$ cat src/hw/rtl/cda_pkg.sv
// ----------------------------------------------------------------------------
// cda_pkg: shared types and constants of the calendar date arithmetic block
// Holds the date type, the operation and sequencer codes and the calendar
// helper functions used by the top level and the day stepper.
// ----------------------------------------------------------------------------
`default_nettype none

package cda_pkg;

    localparam int DAY_W  = 5;
    localparam int MON_W  = 4;
    localparam int YEAR_W = 14;
    localparam int DIST_W = 22;

    localparam logic [YEAR_W-1:0] YEAR_MIN = 14'd1;
    localparam logic [YEAR_W-1:0] YEAR_MAX = 14'd9999;
    localparam logic [MON_W-1:0]  MON_MIN  = 4'd1;
    localparam logic [MON_W-1:0]  MON_MAX  = 4'd12;
    localparam logic [DAY_W-1:0]  DAY_MIN  = 5'd1;
    localparam logic [DAY_W-1:0]  DAY_MAX  = 5'd31;

    // Year is the most significant member, so packed dates order as calendar dates.
    typedef struct packed {
        logic [YEAR_W-1:0] year;
        logic [MON_W-1:0]  month;
        logic [DAY_W-1:0]  day;
    } date_t;

    localparam date_t DATE_MIN = '{year: YEAR_MIN, month: MON_MIN, day: DAY_MIN};
    localparam date_t DATE_MAX = '{year: YEAR_MAX, month: MON_MAX, day: DAY_MAX};

    typedef enum logic [1:0] {
        KIND_ADD = 2'd0,
        KIND_SUB = 2'd1,
        KIND_CMP = 2'd2
    } kind_t;

    typedef enum logic [2:0] {
        ST_IDLE,
        ST_CLAMP_A,
        ST_CLAMP_B,
        ST_RUN,
        ST_FINISH
    } state_t;

    // Leap test for years up to 9999. The quotient by 100 comes from a
    // reciprocal multiply, which is exact over that range.
    function automatic logic is_leap(input logic [YEAR_W-1:0] y);
        logic [27:0] prod;
        logic [8:0]  q100;
        logic        div100;
        logic        div400;
        prod   = 28'(y) * 28'd5243;
        q100   = prod[27:19];
        div100 = (14'(q100) * 14'd100) == y;
        div400 = div100 && (q100[1:0] == 2'd0);
        return ((y[1:0] == 2'd0) && !div100) || div400;
    endfunction

    function automatic logic [DAY_W-1:0] month_days(input logic [MON_W-1:0] m,
                                                    input logic leap);
        logic [DAY_W-1:0] len;
        case (m)
            4'd2:    len = leap ? 5'd29 : 5'd28;
            4'd4:    len = 5'd30;
            4'd6:    len = 5'd30;
            4'd9:    len = 5'd30;
            4'd11:   len = 5'd30;
            default: len = 5'd31;
        endcase
        return len;
    endfunction

endpackage

`default_nettype wire

$ cat src/hw/rtl/cda_day_step.sv
// ----------------------------------------------------------------------------
// cda_day_step: shared one-day stepper
// Moves a valid date one day forward or backward and reports the length of
// the month of the incoming date, which the clamp stage also uses.
// ----------------------------------------------------------------------------
`default_nettype none

module cda_day_step (
    input  cda_pkg::date_t           date_in,
    input  logic                     down,
    output cda_pkg::date_t           date_out,
    output logic [cda_pkg::DAY_W-1:0] days_in_month
);
    import cda_pkg::*;

    logic             leap;
    logic [MON_W-1:0] mon_prev;
    logic [DAY_W-1:0] prev_len;

    assign leap          = is_leap(date_in.year);
    assign days_in_month = month_days(date_in.month, leap);
    assign mon_prev      = date_in.month - 4'd1;
    assign prev_len      = month_days(mon_prev, leap);

    always_comb
    begin
        date_out = date_in;
        if (!down)
        begin
            if (date_in.day < days_in_month)
            begin
                date_out.day = date_in.day + 5'd1;
            end
            else if (date_in.month < MON_MAX)
            begin
                date_out.day   = DAY_MIN;
                date_out.month = date_in.month + 4'd1;
            end
            else
            begin
                date_out.day   = DAY_MIN;
                date_out.month = MON_MIN;
                date_out.year  = date_in.year + 14'd1;
            end
        end
        else
        begin
            if (date_in.day > DAY_MIN)
            begin
                date_out.day = date_in.day - 5'd1;
            end
            else if (date_in.month > MON_MIN)
            begin
                date_out.day   = prev_len;
                date_out.month = mon_prev;
            end
            else
            begin
                date_out.day   = DAY_MAX;
                date_out.month = MON_MAX;
                date_out.year  = date_in.year - 14'd1;
            end
        end
    end

endmodule

`default_nettype wire

$ cat src/hw/rtl/calendar_date_arithmetic.sv
// ----------------------------------------------------------------------------
// calendar_date_arithmetic: Gregorian date add, subtract and compare
// Clamps the incoming dates, then walks one day per cycle through the shared
// day stepper until the count is used up, a date bound or the later date is reached.
// ----------------------------------------------------------------------------
// Sequence: add and subtract pass ST_CLAMP_A, ST_RUN and ST_FINISH, stepping
// min(delta_days, days to the bound) days in ST_RUN; compare also passes ST_CLAMP_B
// and steps the distance in days; an unused kind goes from ST_CLAMP_A to ST_FINISH.
// Throughput: one request at a time; in_ready is high only while idle, and rises
// on the same edge that loads the result. The single day stepper serialises the work.
// Reset clears the sequencer and the output valid; there is no stored memory.
`default_nettype none

module calendar_date_arithmetic #(
    parameter int DELTA_BITS = 22
) (
    input  logic                       clk,
    input  logic                       rst_n,
    input  logic                       in_valid,
    output logic                       in_ready,
    input  logic [1:0]                 kind,
    input  logic [4:0]                 day_a,
    input  logic [3:0]                 month_a,
    input  logic [13:0]                year_a,
    input  logic [4:0]                 day_b,
    input  logic [3:0]                 month_b,
    input  logic [13:0]                year_b,
    input  logic [DELTA_BITS-1:0]      delta_days,
    output logic                       out_valid,
    input  logic                       out_ready,
    output logic [4:0]                 day_out,
    output logic [3:0]                 month_out,
    output logic [13:0]                year_out,
    output logic [21:0]                distance_days,
    output logic                       a_before_b,
    output logic                       a_equals_b,
    output logic                       range_error
);
    import cda_pkg::*;

    state_t                state_reg, state_next;
    logic [1:0]            kind_reg, kind_next;
    date_t                 raw_a_reg, raw_a_next;
    date_t                 raw_b_reg, raw_b_next;
    date_t                 cur_reg, cur_next;
    date_t                 tgt_reg, tgt_next;
    logic [DELTA_BITS-1:0] cnt_reg, cnt_next;
    logic [DIST_W-1:0]     dist_reg, dist_next;
    logic                  err_reg, err_next;
    logic                  before_reg, before_next;
    logic                  equal_reg, equal_next;

    logic                  out_valid_reg, out_valid_next;
    date_t                 out_date_reg, out_date_next;
    logic [DIST_W-1:0]     out_dist_reg, out_dist_next;
    logic                  out_before_reg, out_before_next;
    logic                  out_equal_reg, out_equal_next;
    logic                  out_err_reg, out_err_next;

    date_t                 raw_sel;
    logic [MON_W-1:0]      mon_c;
    logic [YEAR_W-1:0]     year_c;
    logic [DAY_W-1:0]      day_c;
    date_t                 clamped;
    date_t                 unit_in;
    date_t                 unit_out;
    logic [DAY_W-1:0]      unit_dim;
    logic                  unit_down;
    logic                  accept;
    logic                  out_free;
    logic                  run_done;
    logic                  run_err;

    assign in_ready = (state_reg == ST_IDLE);
    assign accept   = in_valid && in_ready;
    assign out_free = !out_valid_reg || out_ready;

    // Month and year are clamped first; the day clamp needs the month length.
    assign raw_sel = (state_reg == ST_CLAMP_A) ? raw_a_reg : raw_b_reg;

    always_comb
    begin
        if (raw_sel.month < MON_MIN)
            mon_c = MON_MIN;
        else if (raw_sel.month > MON_MAX)
            mon_c = MON_MAX;
        else
            mon_c = raw_sel.month;

        if (raw_sel.year < YEAR_MIN)
            year_c = YEAR_MIN;
        else if (raw_sel.year > YEAR_MAX)
            year_c = YEAR_MAX;
        else
            year_c = raw_sel.year;
    end

    always_comb
    begin
        if ((state_reg == ST_CLAMP_A) || (state_reg == ST_CLAMP_B))
            unit_in = '{year: year_c, month: mon_c, day: raw_sel.day};
        else
            unit_in = cur_reg;
    end

    assign unit_down = (kind_reg == KIND_SUB);

    cda_day_step u_step (
        .date_in       (unit_in),
        .down          (unit_down),
        .date_out      (unit_out),
        .days_in_month (unit_dim)
    );

    always_comb
    begin
        if (raw_sel.day < DAY_MIN)
            day_c = DAY_MIN;
        else if (raw_sel.day > unit_dim)
            day_c = unit_dim;
        else
            day_c = raw_sel.day;
    end

    assign clamped = '{year: year_c, month: mon_c, day: day_c};

    // Termination of the day walk for the current operation.
    always_comb
    begin
        run_done = 1'b1;
        run_err  = 1'b0;
        case (kind_reg)
            KIND_ADD:
            begin
                run_done = (cnt_reg == '0) || (cur_reg == DATE_MAX);
                run_err  = (cnt_reg != '0) && (cur_reg == DATE_MAX);
            end
            KIND_SUB:
            begin
                run_done = (cnt_reg == '0) || (cur_reg == DATE_MIN);
                run_err  = (cnt_reg != '0) && (cur_reg == DATE_MIN);
            end
            KIND_CMP:
            begin
                run_done = (cur_reg == tgt_reg);
            end
            default:
            begin
                run_done = 1'b1;
            end
        endcase
    end

    // Next state.
    always_comb
    begin
        state_next = state_reg;
        unique case (state_reg)
            ST_IDLE:
            begin
                if (accept)
                    state_next = ST_CLAMP_A;
            end
            ST_CLAMP_A:
            begin
                if (kind_reg == KIND_CMP)
                    state_next = ST_CLAMP_B;
                else if ((kind_reg == KIND_ADD) || (kind_reg == KIND_SUB))
                    state_next = ST_RUN;
                else
                    state_next = ST_FINISH;
            end
            ST_CLAMP_B:
            begin
                state_next = ST_RUN;
            end
            ST_RUN:
            begin
                if (run_done)
                    state_next = ST_FINISH;
            end
            ST_FINISH:
            begin
                if (out_free)
                    state_next = ST_IDLE;
            end
            default:
            begin
                state_next = ST_IDLE;
            end
        endcase
    end

    // Datapath and result register updates.
    always_comb
    begin
        kind_next       = kind_reg;
        raw_a_next      = raw_a_reg;
        raw_b_next      = raw_b_reg;
        cur_next        = cur_reg;
        tgt_next        = tgt_reg;
        cnt_next        = cnt_reg;
        dist_next       = dist_reg;
        err_next        = err_reg;
        before_next     = before_reg;
        equal_next      = equal_reg;
        out_valid_next  = out_ready ? 1'b0 : out_valid_reg;
        out_date_next   = out_date_reg;
        out_dist_next   = out_dist_reg;
        out_before_next = out_before_reg;
        out_equal_next  = out_equal_reg;
        out_err_next    = out_err_reg;

        unique case (state_reg)
            ST_IDLE:
            begin
                if (accept)
                begin
                    kind_next  = kind;
                    raw_a_next = '{year: year_a, month: month_a, day: day_a};
                    raw_b_next = '{year: year_b, month: month_b, day: day_b};
                    cnt_next   = delta_days;
                end
            end
            ST_CLAMP_A:
            begin
                cur_next    = clamped;
                dist_next   = '0;
                err_next    = 1'b0;
                before_next = 1'b0;
                equal_next  = 1'b0;
            end
            ST_CLAMP_B:
            begin
                // Walk forward from the earlier date towards the later one.
                before_next = (cur_reg < clamped);
                equal_next  = (cur_reg == clamped);
                if (cur_reg < clamped)
                begin
                    tgt_next = clamped;
                end
                else
                begin
                    cur_next = clamped;
                    tgt_next = cur_reg;
                end
            end
            ST_RUN:
            begin
                if (run_done)
                begin
                    err_next = run_err;
                end
                else
                begin
                    cur_next  = unit_out;
                    cnt_next  = cnt_reg - 1'b1;
                    dist_next = dist_reg + 1'b1;
                end
            end
            ST_FINISH:
            begin
                if (out_free)
                begin
                    out_valid_next  = 1'b1;
                    out_date_next   = '0;
                    out_dist_next   = '0;
                    out_before_next = 1'b0;
                    out_equal_next  = 1'b0;
                    out_err_next    = 1'b0;
                    case (kind_reg) inside
                        KIND_ADD, KIND_SUB:
                        begin
                            out_date_next = cur_reg;
                            out_err_next  = err_reg;
                        end
                        KIND_CMP:
                        begin
                            out_dist_next   = dist_reg;
                            out_before_next = before_reg;
                            out_equal_next  = equal_reg;
                        end
                        default:
                        begin
                            out_err_next = 1'b0;
                        end
                    endcase
                end
            end
            default:
            begin
                cur_next = cur_reg;
            end
        endcase
    end

    always_ff @(posedge clk or negedge rst_n)
    begin
        if (!rst_n)
        begin
            state_reg     <= ST_IDLE;
            out_valid_reg <= 1'b0;
        end
        else
        begin
            state_reg     <= state_next;
            out_valid_reg <= out_valid_next;
        end
    end

    always_ff @(posedge clk)
    begin
        kind_reg       <= kind_next;
        raw_a_reg      <= raw_a_next;
        raw_b_reg      <= raw_b_next;
        cur_reg        <= cur_next;
        tgt_reg        <= tgt_next;
        cnt_reg        <= cnt_next;
        dist_reg       <= dist_next;
        err_reg        <= err_next;
        before_reg     <= before_next;
        equal_reg      <= equal_next;
        out_date_reg   <= out_date_next;
        out_dist_reg   <= out_dist_next;
        out_before_reg <= out_before_next;
        out_equal_reg  <= out_equal_next;
        out_err_reg    <= out_err_next;
    end

    assign out_valid     = out_valid_reg;
    assign day_out       = out_date_reg.day;
    assign month_out     = out_date_reg.month;
    assign year_out      = out_date_reg.year;
    assign distance_days = out_dist_reg;
    assign a_before_b    = out_before_reg;
    assign a_equals_b    = out_equal_reg;
    assign range_error   = out_err_reg;

endmodule

`default_nettype wire
$ cat config.mk
export PLATFORM = sky130hd
export DESIGN_NAME = calendar_date_arithmetic
export DESIGN_NICKNAME = d
export VERILOG_FILES = /design/src/hw/rtl/cda_pkg.sv /design/src/hw/rtl/cda_day_step.sv /design/src/hw/rtl/calendar_date_arithmetic.sv
export SDC_FILE = /design/constraint.sdc
export NUM_CORES = 1
export LEC_CHECK = 0
export ABC_AREA = 1
export BUFFER_PORTS_ARGS = -buffer_cell sky130_fd_sc_hd__clkbuf_2
export CORE_AREA = 2 2 162 164
export CTS_BUF_LIST = sky130_fd_sc_hd__clkbuf_4
export DETAILED_ROUTE_END_ITERATION = 6
export DIE_AREA = 0 0 164 166
export PLACE_DENSITY = 0.84
export SKIP_LAST_GASP = 1
export SLEW_MARGIN = 20
export SYNTH_ARGS = -nofsm -noshare
export SYNTH_HDL_FRONTEND = slang
export SYNTH_HIERARCHICAL = 1
export SYNTH_SLANG_ARGS = --single-unit
$ cat constraint.sdc
create_clock -name clk -period 33.4 [get_ports clk]
set_input_delay 5.01 -clock clk [delete_from_list [all_inputs] [get_ports clk]]
set_output_delay 5.01 -clock clk [all_outputs]
set_load 0.01 [all_outputs]
==> out/metrics.yaml, run 1 <==
synthDominantCellAreaShare_pct: 34.8
clock.fmax_mhz: 69.8
setup_tns_ns: 0
hpwl_um: 31500
core_sq_um: 25600
clock_skew_ns: 0.0348
timing.final.crit_period_ns: 14.34
place.gp.congestion: 0.999
ys.warnings.count: 6
rsz0062_at_grt: "no"
ys.flop_type: "edfxtp_1"
antenna_found_initial: 2
die_h_um: 166
finalWirelength_um: 40000
worst_setup_path_start_kind: "register"
ant_nets: 0
initial_core_util_pct: 63.7
slowest_delay_ns: 0.95
fin_cells: 2415
cp_common_cell: "inv_1"
synth_common_cells: "nand2_1 (444), inv_1 (331), edfxtp_1 (189), ha_1 (185), nor2_1 (180)"
dp.cells: 2383
post_dp_cell_area_sq_um: 17300
yosys-top-cells-area: "edfxtp_1 (35%), ha_1 (14%), nand2_1 (10%)"
gr-usage-all-layers_pct: 29.9
hold_end: "range_error$_SDFFCE_PN0P_"
path_class: "register to register"
row_count: 59
seq_area_frac_synth_pct: 35.4
layout-drive-gt1-share_pct: 11.5
drc: 2
slew_headroom_pct: 24.3
final_net_count: 2392
post-cts-setup-buffers: 0
stdcell_area_sq_um: 17500
slew_viol_final: 0
drv_cap: 0
cp.arrival_ns: 14.56
port_buffers: 123
hold_path_class: "register to register"
grt_pass1_vias: 13300
post-route-period-util_pct: 42.9
synth.largest_area_cell: "edfxtp_1"
synth_edf_count: 189
die_area_sq_um: 27200
grt_pass1_wl_um: 65100
die_w_um: 164
ys_types: 53
avgViaCountPerCell: 5.68
crit_family: "adder cells"
violations: "DRC"
grt-ovfl-total: 0
whs_ns: 0.570
crit_slowest_cell: "o21ai_1"
cts_resized: 0
hold_depth: 2
cts_hold_buf: 0
ys_ff_latch: 193
pin_count: 124
r2r_start: "state_reg[2]$_DFFE_PN0P_"
vias: 13700
clkTransAtPathRegs_ns: 0.20
h-tree-depth: 4
wl_met2_um: 19000
wl_met3_um: 3670
post_drt_wl_per_cell_um: 16.6
post-synth-top-count-cell: "nand2_1"
drtIter0Drc: 1391
synthArstFlopShare_pct: 2.07
wl_met1_um: 16500
dr.max_layer_used: "met5"
postSynthAreaPerCell_sq_um: 8.36
rrSetupSlack_ns: 19.06
cts_tree: "yes"
synth_area_sq_um: 16300
cp_max_fo: 30
synth_cells: 1951
outcome: "complete, but fails checks"
grt_max_degree: 62
insertion_delay_ns: 0.61
r2r_end: "cur_reg[5]$_DFFE_PP_"
cts_max_path_buffers: 2
firstDrtPassIters: 7
setup_viol: 0
area_growth_pct: 7.51
clock-sinks: 193
cp_num_buf_inv: 14
numCtsBuffers: 17
worstHoldStart: "err_reg$_DFFE_PP_"
rr_worst_depth: 60
cts_root_buffer: "clkbuf_4"
endpoint_kind: "register"
final_hold_viol_count: 0
worst_pin_slew_ns: 1.12
cp.required_ns: 33.63
stage by stage:
stage / worst slack, ns / utilization (%)
floorplan: 21.53 / -
global placement: 19.87 / 67.3
detailed placement: 19.39 / 67.3
CTS: 19.29 / 68.5
global route: 17.78 / 68.5
finish: 19.06 / 68.5
cells by family after synthesis:
logic type	synth area share (%)
AOI/OAI and AO/OA	8.15
xor gates and xnor gates	2.66
adders and majority gates	22.3
buffers and inverters	9.39
DFF	35.4
other	0.0230
and+or+nand+nor	22.1
layout by cell type (no fill, tap or decap), types with 9 or more instances in the layout:
master and instances:
o21ai_1 25, a21oi_1 58, clkbuf_2 123, fa_1 66, edfxtp_1 189, buf_4 16, nand2_2 20, a31oi_1 14
clkbuf_4 17, inv_1 330, o21ai_0 103, nand2_1 444, nor3_1 19, xor2_1 34, nand2_4 9, ha_1 185
nand3_1 117, xnor2_1 13, nor2_1 179, nand4_1 23
worst max path at each step:
stage                                  start              endpoint  slack [ns]  cells past startpoint
finish              state_reg[2]$_DFFE_PN0P_  cur_reg[5]$_DFFE_PP_       19.06                     60
global route        state_reg[2]$_DFFE_PN0P_  cur_reg[3]$_DFFE_PP_       17.78                     68
CTS                 state_reg[2]$_DFFE_PN0P_  cur_reg[7]$_DFFE_PP_       19.29                     65
detailed placement  state_reg[2]$_DFFE_PN0P_  cur_reg[8]$_DFFE_PP_       19.39                     65
global placement    state_reg[2]$_DFFE_PN0P_  cur_reg[5]$_DFFE_PP_       19.87                     64
floorplan           state_reg[2]$_DFFE_PN0P_  cur_reg[0]$_DFFE_PP_       21.53                     58
layer usage:
layer  track usage (%)  vias to the layer above
met2              49.1                      663
met3              5.00                       70
met4              7.02                        2
met1              41.8                     6408
li1                  -                     6564
met5                 0                        -
layout make-up:
class | count | area [sq um]
Clock inverter | 14 | 161
Timing Repair Buffer | 139 | 736
Tap cell | 335 | 419
Sequential cell | 193 | 5780
Fill cell | 2038 | 8070
Antenna cell | 1 | 2.50
Clock buffer | 17 | 128
Inverter | 339 | 1270
Multi-Input combinational cell | 1377 | 9050
worst reg2reg max path, delay by kind of cell, from the launching register on:
kind                       cells  cell delay [ns]
and+or+nand+nor               26             3.34
AOI/OAI and AO/OA              7             1.96
xor gates and xnor gates       1             0.20
adders and majority gates     12             4.68
buffers and inverters         14             3.25
DFF                            1             0.53
Power of run 1 is not shown: default switching activity piles up to over one toggle a cycle in this logic, so the estimate is an artifact.
==> run 2, diff against run 1 <==
- CORE_AREA: 2 2 162 164 -> 2 2 173 175
- DIE_AREA: 0 0 164 166 -> 0 0 175 177
- PLACE_DENSITY: 0.84 -> 0.78
- clock period: 33.4 -> 13.06 ns (I/O delays scaled with it)
==> run 2 against run 1 <==
Compared with the run above:
- the flow still finishes with violations (DRC)
- first-iteration DRC count down 9.1%
- sequential share of layout area is 0.30 points lower
- global-route usage fell by 4.7 points
- largest cell class unchanged
- die area up 14%
- register-to-register slack worse by 18 ns
- highest routed layer is now met4
==> out/metrics.yaml, run 2 (synthesized netlist as in run 1, its figures left out) <==
outcome: "complete, but fails checks"  # unchanged
violations: "DRC"  # unchanged
rrSetupSlack_ns: 0.99  # was 19.06 ns
die_h_um: 177  # was 166 um
final_cell_mix: "nand2_1 (444), inv_1 (329), edfxtp_1 (189)"  # was nand2_1 (444), inv_1 (330), edfxtp_1 (189)
area_growth_pct: 8.50  # was 7.51%
cp.required_ns: 13.38  # was 33.63 ns
r2r_end: "cur_reg[14]$_DFFE_PP_"  # was cur_reg[5]$_DFFE_PP_
worstHoldStart: "dist_reg[21]$_SDFFCE_PN0P_"  # was err_reg$_DFFE_PP_
place.gp.congestion: 0.946  # was 0.999
worst_pin_slew_ns: 1.09  # was 1.12 ns
insertion_delay_ns: 0.64  # was 0.61 ns
slowest_delay_ns: 0.58  # was 0.95 ns
row_count: 63  # was 59
timing.final.crit_period_ns: 12.07  # was 14.34 ns
cts_root_buffer: "clkbuf_4"  # unchanged
rr_worst_depth: 66  # was 60
worst_setup_path_start_kind: "register"  # unchanged
layout-drive-gt1-share_pct: 11.9  # was 11.5%
drc: 3  # was 2
hold_path_class: "register to register"  # unchanged
grt_pass1_vias: 12800  # was 13300
rsz0062_at_grt: "no"  # unchanged
pin_count: 124  # unchanged
final_net_count: 2399  # was 2392
cp_common_cell: "nand2_1"  # was inv_1
cp-endpoint: "cur_reg[14]$_DFFE_PP_"  # was cur_reg[5]$_DFFE_PP_
final_hold_viol_count: 0  # unchanged
post-route-period-util_pct: 92.4  # was 42.9%
regArea_sq_um: 5780  # unchanged
cp_max_fo: 33  # was 30
firstDrtPassIters: 7  # unchanged
h-tree-depth: 4  # unchanged
dp.cells: 2444  # was 2383
startpoint: "state_reg[2]$_DFFE_PN0P_"  # unchanged
r2r_start: "state_reg[2]$_DFFE_PN0P_"  # unchanged
vias: 13500  # was 13700
hpwl_um: 30400  # was 31500 um
ant_nets: 0  # unchanged
path_class: "register to register"  # unchanged
setup_viol: 0  # unchanged
crit_slowest_cell: "fa_1"  # was o21ai_1
drv_cap: 0  # unchanged
port_buffers: 123  # unchanged
slew_viol_final: 0  # unchanged
clock.fmax_mhz: 82.9  # was 69.8 MHz
cts_tree: "yes"  # unchanged
clock_skew_ns: 0.0555  # was 0.0348 ns
slew_headroom_pct: 26.4  # was 24.3%
antenna_found_initial: 1  # was 2
grt_pass1_wl_um: 62300  # was 65100 um
numCtsBuffers: 17  # unchanged
core_sq_um: 29200  # was 25600 sq um
clkTransAtPathRegs_ns: 0.17  # was 0.20 ns
avgViaCountPerCell: 5.44  # was 5.68
endpoint_kind: "register"  # unchanged
finalWirelength_um: 38800  # was 40000 um
gr-usage-all-layers_pct: 25.2  # was 29.9%
final.fill_count: 2562  # was 2038
cts_max_path_buffers: 2  # unchanged
fin_cells: 2478  # was 2415
layout_commonest_cell: "nand2_1"  # unchanged
multi_input_area_sq_um: 9060  # was 9050 sq um
grt_max_degree: 57  # was 62
drtIter0Drc: 1265  # was 1391
die_w_um: 175  # was 164 um
setup_tns_ns: 0  # unchanged
grt-ovfl-total: 0  # unchanged
clock-sinks: 193  # unchanged
die_area_sq_um: 31000  # was 27200 sq um
initial_core_util_pct: 55.8  # was 63.7%
cp.arrival_ns: 12.38  # was 14.56 ns
post_drt_wl_per_cell_um: 15.6  # was 16.6 um
run 2: changes by cell type in the layout (fill, tap and decap cells not counted), sizes merged:
cell,before,now
clkinv,9,11
inv,343,342
buf,16,23
run 2: area by class of cell:
| cell class | count | area share [%] |
|---|---|---|
| Antenna cell | 1 | 0.0141 |
| Clock buffer | 17 | 0.721 |
| Clock inverter | 15 | 1.03 |
| Inverter | 339 | 7.19 |
| Multi-Input combinational cell | 1377 | 51.2 |
| Sequential cell | 193 | 32.6 |
| Tap cell | 390 | 2.76 |
| Timing Repair Buffer | 146 | 4.52 |
run 2: worst min-delay path by stage:
stage                                 endpoint  slack, ns  cells after the start
5_1_grt        distance_days[21]$_SDFFCE_PP0P_       0.63                      2
2_1_floorplan        range_error$_SDFFCE_PN0P_       0.50                      2
3_5_place_dp         range_error$_SDFFCE_PN0P_       0.56                      2
6_report       distance_days[21]$_SDFFCE_PP0P_       0.60                      2
3_3_place_gp         range_error$_SDFFCE_PN0P_       0.52                      2
4_1_cts        distance_days[21]$_SDFFCE_PP0P_       0.61                      2
run 2: metrics by stage:
step	hold WS (ns)	cell area (sq um)	worst slack [ns]	utilization [%]
after floorplan	0.505	16300	1.19	-
after global placement	0.519	17400	1.37	59.4
after detailed placement	0.562	17400	1.01	59.4
after CTS	0.606	17700	0.922	60.4
after global routing	0.631	17700	0.0270	60.5
final	0.602	17700	0.993	60.5
run 2: what timing repair did:
action / in CTS / in global routing
hold buffers: 0 / 0
resized for setup: 0 / 3
endpoints found under the setup margin: 0 / 23
setup buffers: 0 / 0
run 2: critical path, delay by kind of cell, from the launching register on:
family	cells	cell delay, ns
compound gates	9	1.71
xor+xnor	2	0.31
fa+ha+maj	12	4.64
buf+inv	14	1.31
flops	1	0.53
simple gates	29	3.17
run 2: per-layer routing:
| metal | vias to the layer above | track usage (%) | share of wire, % |
|---|---|---|---|
| met5 | - | 0 | 0 |
| met4 | 0 | 7.26 | 2.3 |
| met3 | 67 | 3.16 | 7.1 |
| met2 | 527 | 42.5 | 48 |
| met1 | 6324 | 34.3 | 43 |
| li1 | 6571 | - | - |
Power of run 2 is left out for the same reason.
